## config.mk

```make
export PLATFORM = sky130hd
export DESIGN_NAME = sorted_priority_queue_unit_flat
export DESIGN_NICKNAME = d
export VERILOG_FILES = /design/src/rtl/spq_pkg.sv /design/src/rtl/spq_req_if.sv /design/src/rtl/spq_rsp_if.sv /design/src/rtl/spq_cell.sv /design/src/rtl/sorted_priority_queue_unit.sv /design/src/flat_wrapper.sv
export SDC_FILE = /design/constraint.sdc
export NUM_CORES = 2
export LEC_CHECK = 0
export BUFFER_PORTS_ARGS = -buffer_cell sky130_fd_sc_hd__buf_2
export CAP_MARGIN = 20
export CORE_AREA = 5 5 337 339
export DETAILED_ROUTE_END_ITERATION = 8
export DIE_AREA = 0 0 342 344
export SYNTH_ARGS = -nofsm -noshare
export SYNTH_HDL_FRONTEND = slang
export SYNTH_SLANG_ARGS = --single-unit
export TNS_END_PERCENT = 20
```

## constraint.sdc

```tcl
create_clock -name clk -period 9.99 [get_ports clk]
set_input_delay 0.999 -clock clk [delete_from_list [all_inputs] [get_ports clk]]
set_output_delay 0.999 -clock clk [all_outputs]
set_load 0.02 [all_outputs]
```

## src/rtl/spq_pkg.sv

```systemverilog
// shared types, codes and defaults of the sorted priority queue
package spq_pkg;

	localparam int QUEUE_DEPTH_DEF  = 16;
	localparam int KEY_BITS_DEF     = 16;
	localparam int PAYLOAD_BITS_DEF = 32;

	// request action codes
	localparam logic ACT_PUSH = 1'b0;
	localparam logic ACT_POP  = 1'b1;

	// order mode codes
	localparam logic ORDER_MIN_FIRST = 1'b0;
	localparam logic ORDER_MAX_FIRST = 1'b1;

	// result status codes
	localparam logic [1:0] STAT_OK         = 2'd0;
	localparam logic [1:0] STAT_POP_EMPTY  = 2'd1;
	localparam logic [1:0] STAT_PUSH_FULL  = 2'd2;

	// shift control broadcast to every cell
	typedef struct packed {
		logic push_en;
		logic pop_en;
		logic order;
	} spq_ctrl_t;

endpackage

```

## src/rtl/spq_req_if.sv

```systemverilog
// request channel of the sorted priority queue
interface spq_req_if #(
	parameter int KEY_BITS     = spq_pkg::KEY_BITS_DEF,
	parameter int PAYLOAD_BITS = spq_pkg::PAYLOAD_BITS_DEF
);
	logic                    valid;
	logic                    ready;
	logic                    action;
	logic [KEY_BITS-1:0]     key;
	logic [PAYLOAD_BITS-1:0] payload;

	modport source (output valid, action, key, payload, input ready);
	modport sink   (input valid, action, key, payload, output ready);
endinterface

```

## src/rtl/spq_rsp_if.sv

```systemverilog
// result channel of the sorted priority queue
interface spq_rsp_if #(
	parameter int KEY_BITS     = spq_pkg::KEY_BITS_DEF,
	parameter int PAYLOAD_BITS = spq_pkg::PAYLOAD_BITS_DEF,
	parameter int CNT_BITS     = $clog2(spq_pkg::QUEUE_DEPTH_DEF + 1)
);
	logic                    valid;
	logic                    ready;
	logic [1:0]              status;
	logic [KEY_BITS-1:0]     out_key;
	logic [PAYLOAD_BITS-1:0] out_payload;
	logic [CNT_BITS-1:0]     entry_count;

	modport source (output valid, status, out_key, out_payload, entry_count, input ready);
	modport sink   (input valid, status, out_key, out_payload, entry_count, output ready);
endinterface

```

## src/rtl/spq_cell.sv

```systemverilog
// one storage cell of the sorted shift chain
module spq_cell #(
	parameter int KEY_BITS     = spq_pkg::KEY_BITS_DEF,
	parameter int PAYLOAD_BITS = spq_pkg::PAYLOAD_BITS_DEF
) (
	input  logic                    clk,
	input  spq_pkg::spq_ctrl_t      ctrl,
	input  logic                    occupied,
	input  logic [KEY_BITS-1:0]     new_key,
	input  logic [PAYLOAD_BITS-1:0] new_payload,
	input  logic                    left_beat,
	input  logic [KEY_BITS-1:0]     left_key,
	input  logic [PAYLOAD_BITS-1:0] left_payload,
	input  logic [KEY_BITS-1:0]     right_key,
	input  logic [PAYLOAD_BITS-1:0] right_payload,
	output logic                    beat,
	output logic [KEY_BITS-1:0]     key,
	output logic [PAYLOAD_BITS-1:0] payload
);
	import spq_pkg::*;

	logic [KEY_BITS-1:0]     key_q;
	logic [PAYLOAD_BITS-1:0] payload_q;
	logic                    beat_here;

	// new entry beats the entry held in this cell
	always_comb begin
		if (!occupied) begin
			beat_here = 1'b1;
		end else if (ctrl.order == ORDER_MAX_FIRST) begin
			beat_here = new_key > key_q;
		end else begin
			beat_here = new_key < key_q;
		end
	end

	// new entry belongs at or before this cell; carried down the row so only
	// the first beating cell takes the new entry, even after an order change
	assign beat = left_beat || beat_here;

	always_ff @(posedge clk) begin
		if (ctrl.push_en) begin
			if (left_beat) begin
				key_q     <= left_key;
				payload_q <= left_payload;
			end else if (beat_here) begin
				key_q     <= new_key;
				payload_q <= new_payload;
			end
		end else if (ctrl.pop_en) begin
			key_q     <= right_key;
			payload_q <= right_payload;
		end
	end

	assign key     = key_q;
	assign payload = payload_q;
endmodule

```

## src/rtl/sorted_priority_queue_unit.sv

```systemverilog
// top level of the sorted priority queue: cell chain, entry count and result register
//
// Sorted priority queue built as a row of QUEUE_DEPTH cells, head at cell 0.
// A push request compares its key against every cell at once; the cell at the
// insertion point loads the new entry and every cell behind it takes its left
// neighbour's contents, so equal keys keep arrival order. A pop request shifts
// every cell one place towards the head and returns the old head. Each request
// updates the cell row while its result is captured in an output register,
// so one request can be accepted every cycle while the result side keeps up;
// req.ready drops only while a result waits untaken. order_mode (cfg_wdata on
// cfg_we) selects smallest-first (0) or largest-first (1) and should only change
// while the queue is idle. Pushes into a full queue are dropped with status 2,
// pops from an empty queue give status 1; popped key and payload read zero
// otherwise.
module sorted_priority_queue_unit #(
	parameter int QUEUE_DEPTH  = spq_pkg::QUEUE_DEPTH_DEF,
	parameter int KEY_BITS     = spq_pkg::KEY_BITS_DEF,
	parameter int PAYLOAD_BITS = spq_pkg::PAYLOAD_BITS_DEF
) (
	input  logic       clk,
	input  logic       arst_n,
	input  logic       cfg_we,
	input  logic       cfg_wdata,
	spq_req_if.sink    req,
	spq_rsp_if.source  rsp
);
	import spq_pkg::*;

	localparam int CNT_BITS = $clog2(QUEUE_DEPTH + 1);

	// configuration and occupancy
	logic                order_q;
	logic [CNT_BITS-1:0] count_q;

	// result register
	logic                    rsp_valid_q;
	logic [1:0]              status_q;
	logic [KEY_BITS-1:0]     out_key_q;
	logic [PAYLOAD_BITS-1:0] out_payload_q;
	logic [CNT_BITS-1:0]     entry_count_q;

	// cell row wiring
	logic                    beat_w    [QUEUE_DEPTH];
	logic [KEY_BITS-1:0]     key_w     [QUEUE_DEPTH];
	logic [PAYLOAD_BITS-1:0] payload_w [QUEUE_DEPTH];

	logic                accept;
	logic                full;
	logic                empty;
	logic                is_push;
	spq_ctrl_t           ctrl;
	logic [CNT_BITS-1:0] next_count;

	// a waiting result blocks only if the sink is not taking it
	assign req.ready = !rsp_valid_q || rsp.ready;
	assign accept    = req.valid && req.ready;

	assign full    = (count_q == CNT_BITS'(QUEUE_DEPTH));
	assign empty   = (count_q == '0);
	assign is_push = (req.action == ACT_PUSH);

	assign ctrl.push_en = accept && is_push && !full;
	assign ctrl.pop_en  = accept && !is_push && !empty;
	assign ctrl.order   = order_q;

	always_comb begin
		next_count = count_q;
		if (ctrl.push_en) begin
			next_count = count_q + CNT_BITS'(1);
		end else if (ctrl.pop_en) begin
			next_count = count_q - CNT_BITS'(1);
		end
	end

	// the row of cells; occupancy comes from the count, not from per-cell flags
	for (genvar i = 0; i < QUEUE_DEPTH; i++) begin : g_cell
		logic                    occ;
		logic                    lb;
		logic [KEY_BITS-1:0]     lk;
		logic [PAYLOAD_BITS-1:0] lp;
		logic [KEY_BITS-1:0]     rk;
		logic [PAYLOAD_BITS-1:0] rp;

		assign occ = (CNT_BITS'(i) < count_q);

		if (i == 0) begin : g_head
			// nothing sits left of the head, so it never shifts in from the left
			assign lb = 1'b0;
			assign lk = req.key;
			assign lp = req.payload;
		end else begin : g_mid
			assign lb = beat_w[i-1];
			assign lk = key_w[i-1];
			assign lp = payload_w[i-1];
		end

		if (i == QUEUE_DEPTH - 1) begin : g_tail
			// tail contents after a pop are beyond the count and never read
			assign rk = key_w[i];
			assign rp = payload_w[i];
		end else begin : g_body
			assign rk = key_w[i+1];
			assign rp = payload_w[i+1];
		end

		spq_cell #(
			.KEY_BITS     (KEY_BITS),
			.PAYLOAD_BITS (PAYLOAD_BITS)
		) u_cell (
			.clk           (clk),
			.ctrl          (ctrl),
			.occupied      (occ),
			.new_key       (req.key),
			.new_payload   (req.payload),
			.left_beat     (lb),
			.left_key      (lk),
			.left_payload  (lp),
			.right_key     (rk),
			.right_payload (rp),
			.beat          (beat_w[i]),
			.key           (key_w[i]),
			.payload       (payload_w[i])
		);
	end

	// configuration register and entry count
	always_ff @(posedge clk or negedge arst_n) begin
		if (!arst_n) begin
			order_q <= ORDER_MIN_FIRST;
			count_q <= '0;
		end else begin
			if (cfg_we) begin
				order_q <= cfg_wdata;
			end
			count_q <= next_count;
		end
	end

	// result valid flag
	always_ff @(posedge clk or negedge arst_n) begin
		if (!arst_n) begin
			rsp_valid_q <= 1'b0;
		end else if (accept) begin
			rsp_valid_q <= 1'b1;
		end else if (rsp.ready) begin
			rsp_valid_q <= 1'b0;
		end
	end

	// result fields, captured alongside the cell update
	always_ff @(posedge clk) begin
		if (accept) begin
			entry_count_q <= next_count;
			out_key_q     <= '0;
			out_payload_q <= '0;
			if (is_push) begin
				status_q <= full ? STAT_PUSH_FULL : STAT_OK;
			end else if (empty) begin
				status_q <= STAT_POP_EMPTY;
			end else begin
				status_q      <= STAT_OK;
				out_key_q     <= key_w[0];
				out_payload_q <= payload_w[0];
			end
		end
	end

	assign rsp.valid       = rsp_valid_q;
	assign rsp.status      = status_q;
	assign rsp.out_key     = out_key_q;
	assign rsp.out_payload = out_payload_q;
	assign rsp.entry_count = entry_count_q;
endmodule

```

## src/flat_wrapper.sv

```systemverilog
// flat-port wrapper written by rule: the top's interface ports become plain ports
module sorted_priority_queue_unit_flat import spq_pkg::*;
#(
	parameter int QUEUE_DEPTH  = spq_pkg::QUEUE_DEPTH_DEF,
	parameter int KEY_BITS     = spq_pkg::KEY_BITS_DEF,
	parameter int PAYLOAD_BITS = spq_pkg::PAYLOAD_BITS_DEF
)
  (clk, arst_n, cfg_we, cfg_wdata, req_valid, req_action, req_key, req_payload, req_ready, rsp_valid, rsp_status, rsp_out_key, rsp_out_payload, rsp_entry_count, rsp_ready);
  spq_req_if #(.KEY_BITS(KEY_BITS), .PAYLOAD_BITS(PAYLOAD_BITS)) req_i ();
  spq_rsp_if #(.KEY_BITS(KEY_BITS), .PAYLOAD_BITS(PAYLOAD_BITS)) rsp_i ();
  input  logic clk;
  input  logic arst_n;
  input  logic cfg_we;
  input  logic cfg_wdata;
  input wire logic [$bits(req_i.valid)-1:0] req_valid;
  input wire logic [$bits(req_i.action)-1:0] req_action;
  input wire logic [$bits(req_i.key)-1:0] req_key;
  input wire logic [$bits(req_i.payload)-1:0] req_payload;
  output wire logic [$bits(req_i.ready)-1:0] req_ready;
  output wire logic [$bits(rsp_i.valid)-1:0] rsp_valid;
  output wire logic [$bits(rsp_i.status)-1:0] rsp_status;
  output wire logic [$bits(rsp_i.out_key)-1:0] rsp_out_key;
  output wire logic [$bits(rsp_i.out_payload)-1:0] rsp_out_payload;
  output wire logic [$bits(rsp_i.entry_count)-1:0] rsp_entry_count;
  input wire logic [$bits(rsp_i.ready)-1:0] rsp_ready;
  assign req_i.valid = req_valid;
  assign req_i.action = req_action;
  assign req_i.key = req_key;
  assign req_i.payload = req_payload;
  assign req_ready = req_i.ready;
  assign rsp_valid = rsp_i.valid;
  assign rsp_status = rsp_i.status;
  assign rsp_out_key = rsp_i.out_key;
  assign rsp_out_payload = rsp_i.out_payload;
  assign rsp_entry_count = rsp_i.entry_count;
  assign rsp_i.ready = rsp_ready;
  sorted_priority_queue_unit #(.QUEUE_DEPTH(QUEUE_DEPTH), .KEY_BITS(KEY_BITS), .PAYLOAD_BITS(PAYLOAD_BITS)) u_core (.clk(clk), .arst_n(arst_n), .cfg_we(cfg_we), .cfg_wdata(cfg_wdata), .req(req_i), .rsp(rsp_i));
endmodule
```

==> impl_summary.log <==
[metrics] run status: complete, no violations
[metrics] total placed cells including tap cells: 6048
[metrics] CP peak stage delay: just under 0.9 ns
[metrics] normalized max-slew margin: 18.72%
[metrics] worst path arrival time: between 6 and 7 ns
[metrics] die height: 344 µm
[metrics] FF-to-FF setup slack: 4.10 ns
[metrics] Setup WS post-layout: 3.778 ns
[metrics] clock input transition at the sequential cells of the worst setup and hold paths: around 0.070 ns
[metrics] number of hold buffers added after cts: 0
[metrics] cell mode on critical path: sky130_fd_sc_hd__buf_4
[metrics] latest clock arrival within the worst-skew pair: around 0.70 ns
[metrics] R2R depth: 13
[metrics] time the worst path needs with I/O delays and setup: ~6.2 ns
[metrics] RePlAce Congestion: around 0.94
[metrics] post-synthesis async set-or-reset flop share: 0.8434%
[metrics] maximum root-to-sink buffer count: 3
[metrics] number of violations reported at the end of detailed-routing iteration 0: approximately 4800
[metrics] die width: 342 µm
[metrics] Initial Utilization: 44.65%
[metrics] synthesized flop and latch total: slightly above 800
[metrics] Final Cycle Share: 62.19%
[metrics] Net Count, Synth: between 5000 and 6000
[metrics] Clock Root Buffer: sky130_fd_sc_hd__clkbuf_16
[metrics] predominant post-synthesis flop cell: sky130_fd_sc_hd__edfxtp_1
[metrics] worst r2r dst: u_core.g_cell[15].u_cell.payload[3]
[metrics] area of the core region: 110100 µm²
[metrics] vias in the first global route: 37418
[metrics] # Max-Cap Violations: 0
[metrics] synthesized instance count: 4829
[metrics] Site Rows: ~120
[metrics] buffers inserted by post-CTS timing repair: 0
[metrics] Hold/Removal Path Class: in -> async
[metrics] maximum number of pins on one net before global-route repair: 242
[metrics] family with the most delay on the worst path: simple AND/OR/NAND/NOR gates
[metrics] Setup WS pre-CTS: 3.206 ns
[metrics] Cell variety after synth: 67
[metrics] overall fraction of global-route tracks in use: 26.97%
[metrics] type of destination of the critical path: flip-flop
[metrics] CP max stage cell: sky130_fd_sc_hd__nand3_2
[metrics] total vias in the final route: 39268
[metrics] logic depth of the worst setup path including buffers: 13
[metrics] via density per instance: 6.305
[metrics] Post-Syn Area: 49140 µm²
[metrics] clock buffers created by TritonCTS: 95
[metrics] detail-routed net length per standard cell: about 26 µm
[metrics] power per cell area: 204.9 nW/µm²
[metrics] wire length of the first global-routing pass: 242.7 mm
[metrics] worst clock skew: around 0.039 ns
[metrics] input/output buffers: 111
[metrics] overall die area: 117600 µm²
[metrics] leakage component of the power: about 21 nW
[metrics] share of the yosys chip area belonging to registers: about half
[metrics] filler-free cell count of the finished design: 6228
[metrics] clock tree from TritonCTS: yes
[metrics] total negative slack for setup checks: 0 ns
[metrics] timing endpoint of the critical path: u_core.g_cell[15].u_cell.payload[3]
[metrics] number of clock sinks: 830
[metrics] YS warnings: 0
[metrics] routed wire length: between 150 and 200 mm
[metrics] HPWL after detailed placement: a little over 100 mm
[metrics] final core utilization: between 40% and 50%
[metrics] number of nets in the layout: 4972
[metrics] reg-to-reg startpoint: u_core.g_cell[0].u_cell.key[1]
[metrics] crit start category: input pin
[metrics] cells along the critical path: buf_2 > ha_1 > nand4_1 > nor3_1 > a2111oi_0 > and3_1 > o211a_1 > and3_4 > nand3_2 > nor4_4 > buf_4 > a31oi_4 > buf_4
[metrics] slew at the pin closest to its max-slew limit: 1.219 ns
[metrics] DRC viols: 0
[metrics] maximum level of the CTS H-tree: 3
[metrics] Area Overhead vs Synth: 9.556%
[metrics] critical path required time: 10.34 ns
[metrics] I/O pin total: 112
[metrics] count of buffer and inverter cells on the critical path: 3
[metrics] antenna violations before repair: 8
[metrics] RSZ-0062 raised after global routing: false
[metrics] Setup Crit Path Kind: in -> reg
[metrics] TritonRoute pass-1 iters: 5
[metrics] # resized after CTS: 0
[metrics] post-route ant nets: 0
[metrics] ratio of cells with drive above 1 in the final layout: 9.459%
[metrics] count of final max-slew check failures: 0
[metrics] Max rail drop VDD: 189.4 µV
[metrics] critical path peak fanout: 44
[metrics] Overflow after GRT: 0
[metrics] syn avg cell area: 10.18 µm²
[metrics] Final Hold Violating Endpoints: 0
[metrics] Final setup violation count: 0
[metrics] origin of the worst setup path: req_key[12]
[metrics] timing-limited maximum frequency: 0.1610 GHz
[metrics] EDFF count, synth: 823
==> synthesized netlist by cell type (all sizes together), types with 6 or more instances <==
library cell	number	area share, %
a2111oi	11	0.20
a211oi	22	0.34
a21o	51	0.78
a21oi	151	1.5
a221o	133	2.7
a22oi	17	0.26
a31oi	133	1.7
a41oi	15	0.27
and2	83	1.1
buf	52	0.47
clkbuf	402	3.1
dfrtp	7	0.36
edfxtp	823	50
ha	259	6.6
inv	272	2.1
mux2	101	2.3
mux2i	248	5.1
nand2	765	5.8
nand2b	14	0.18
nand3	104	1.1
nand4	133	1.7
nor2	237	1.8
nor2b	14	0.18
nor3	83	0.85
nor4	10	0.16
o211ai	114	1.7
o21a	12	0.18
o21ai	320	3.3
o221ai	19	0.34
o311ai	32	0.57
o31a	32	0.57
o31ai	100	1.5
or4	6	0.092
==> worst min path at each step <==
stage / cells after the start / start / slack, ns / endpoint
after global routing: 1 / arst_n / 0.14 / u_core.count_q[3]
after global placement: 2 / u_core.g_cell[2].u_cell.payload[28] / 0.53 / u_core.g_cell[1].u_cell.payload[28]
after detailed placement: 1 / u_core.g_cell[1].u_cell.payload[18] / 0.53 / u_core.g_cell[0].u_cell.payload[18]
final: 1 / arst_n / 0.14 / u_core.count_q[3]
after CTS: 1 / arst_n / 0.11 / u_core.count_q[3]
after floorplan: 1 / u_core.g_cell[1].u_cell.payload[0] / 0.52 / u_core.g_cell[0].u_cell.payload[0]
==> through the flow <==
step	total power [mW]	cell area, µm²	hold WS, ns
global placement	7.491	50740	0.5294
global route	11.46	53830	0.1434
detailed placement	7.534	50740	0.5329
floorplan	6.477	49140	0.5202
CTS	11.04	53800	0.1136
finish	11.03	53840	0.1402
==> cell type report <==
| cell class | count | area (µm²) |
|---|---|---|
| Tap cell | 1488 | 1862 |
| Antenna cell | 4 | 10.01 |
| Timing Repair Buffer | 186 | 1176 |
| Clock buffer | 111 | 2467 |
| Clock inverter | 64 | 591.8 |
| Multi-Input combinational cell | 3273 | 21820 |
| Inverter | 272 | 1021 |
| Fill cell | 10073 | 56220 |
| Sequential cell | 830 | 24890 |
==> placed cells by master (no fill, tap or decap), types with 81 or more instances in the layout <==
cell	n
sky130_fd_sc_hd__inv_1	271
sky130_fd_sc_hd__nand2_1	760
sky130_fd_sc_hd__nand3_1	100
sky130_fd_sc_hd__mux2i_1	247
sky130_fd_sc_hd__nand4_1	133
sky130_fd_sc_hd__a221o_1	133
sky130_fd_sc_hd__o31ai_1	100
sky130_fd_sc_hd__a21oi_1	150
sky130_fd_sc_hd__edfxtp_1	823
sky130_fd_sc_hd__a31oi_1	132
sky130_fd_sc_hd__o211ai_1	114
sky130_fd_sc_hd__nor2_1	231
sky130_fd_sc_hd__ha_1	259
sky130_fd_sc_hd__clkbuf_16	95
sky130_fd_sc_hd__buf_2	111
sky130_fd_sc_hd__o21ai_0	308
sky130_fd_sc_hd__and2_1	81
==> sequential cells by signal (all words and copies together) (netlist names) <==
| register | cells |
|---|---|
| u_core.rsp.valid | 1 |
| u_core.count_q | 5 |
| u_core.rsp.entry_count | 5 |
| u_core.order_q | 1 |
| u_core.g_cell.u_cell.payload | 512 |
| u_core.rsp.out_payload | 32 |
| u_core.rsp.out_key | 16 |
| u_core.g_cell.u_cell.key | 256 |
| u_core.rsp.status | 2 |
==> metal layers <==
layer | GRT usage [%] | wire length, µm | vias up | share of wire, %
li1 | - | - | 17644 | -
met1 | 37.21 | 69530 | 19498 | 43
met2 | 42.89 | 73370 | 1761 | 45
met3 | 3.486 | 12540 | 365 | 7.7
met4 | 12.03 | 8053 | 0 | 4.9
met5 | 0 | 0 | - | 0
==> cells by family (layout without fill, tap and decap cells) <==
logic type | Yosys count | in the layout | share of synthesized area (%)
AND/OR/NAND/NOR | 1473 | 1473 | 13.27
AO/OA/AOI/OAI | 1188 | 1188 | 16.43
flip-flops | 830 | 830 | 50.65
buffers and inverters | 726 | 633 | 5.622
multiplexers | 349 | 349 | 7.366
adder cells (fa/ha/maj) | 259 | 259 | 6.595
XOR/XNOR | 4 | 4 | 0.07131
other | 0 | 4 | 0
==> power breakdown <==
group | switching, mW | internal [mW]
clock | 1.54 | 1.98
sequential | 0.283 | 4.46
combinational | 1.98 | 0.792
Note: power is estimated with default switching activity, not from simulation.
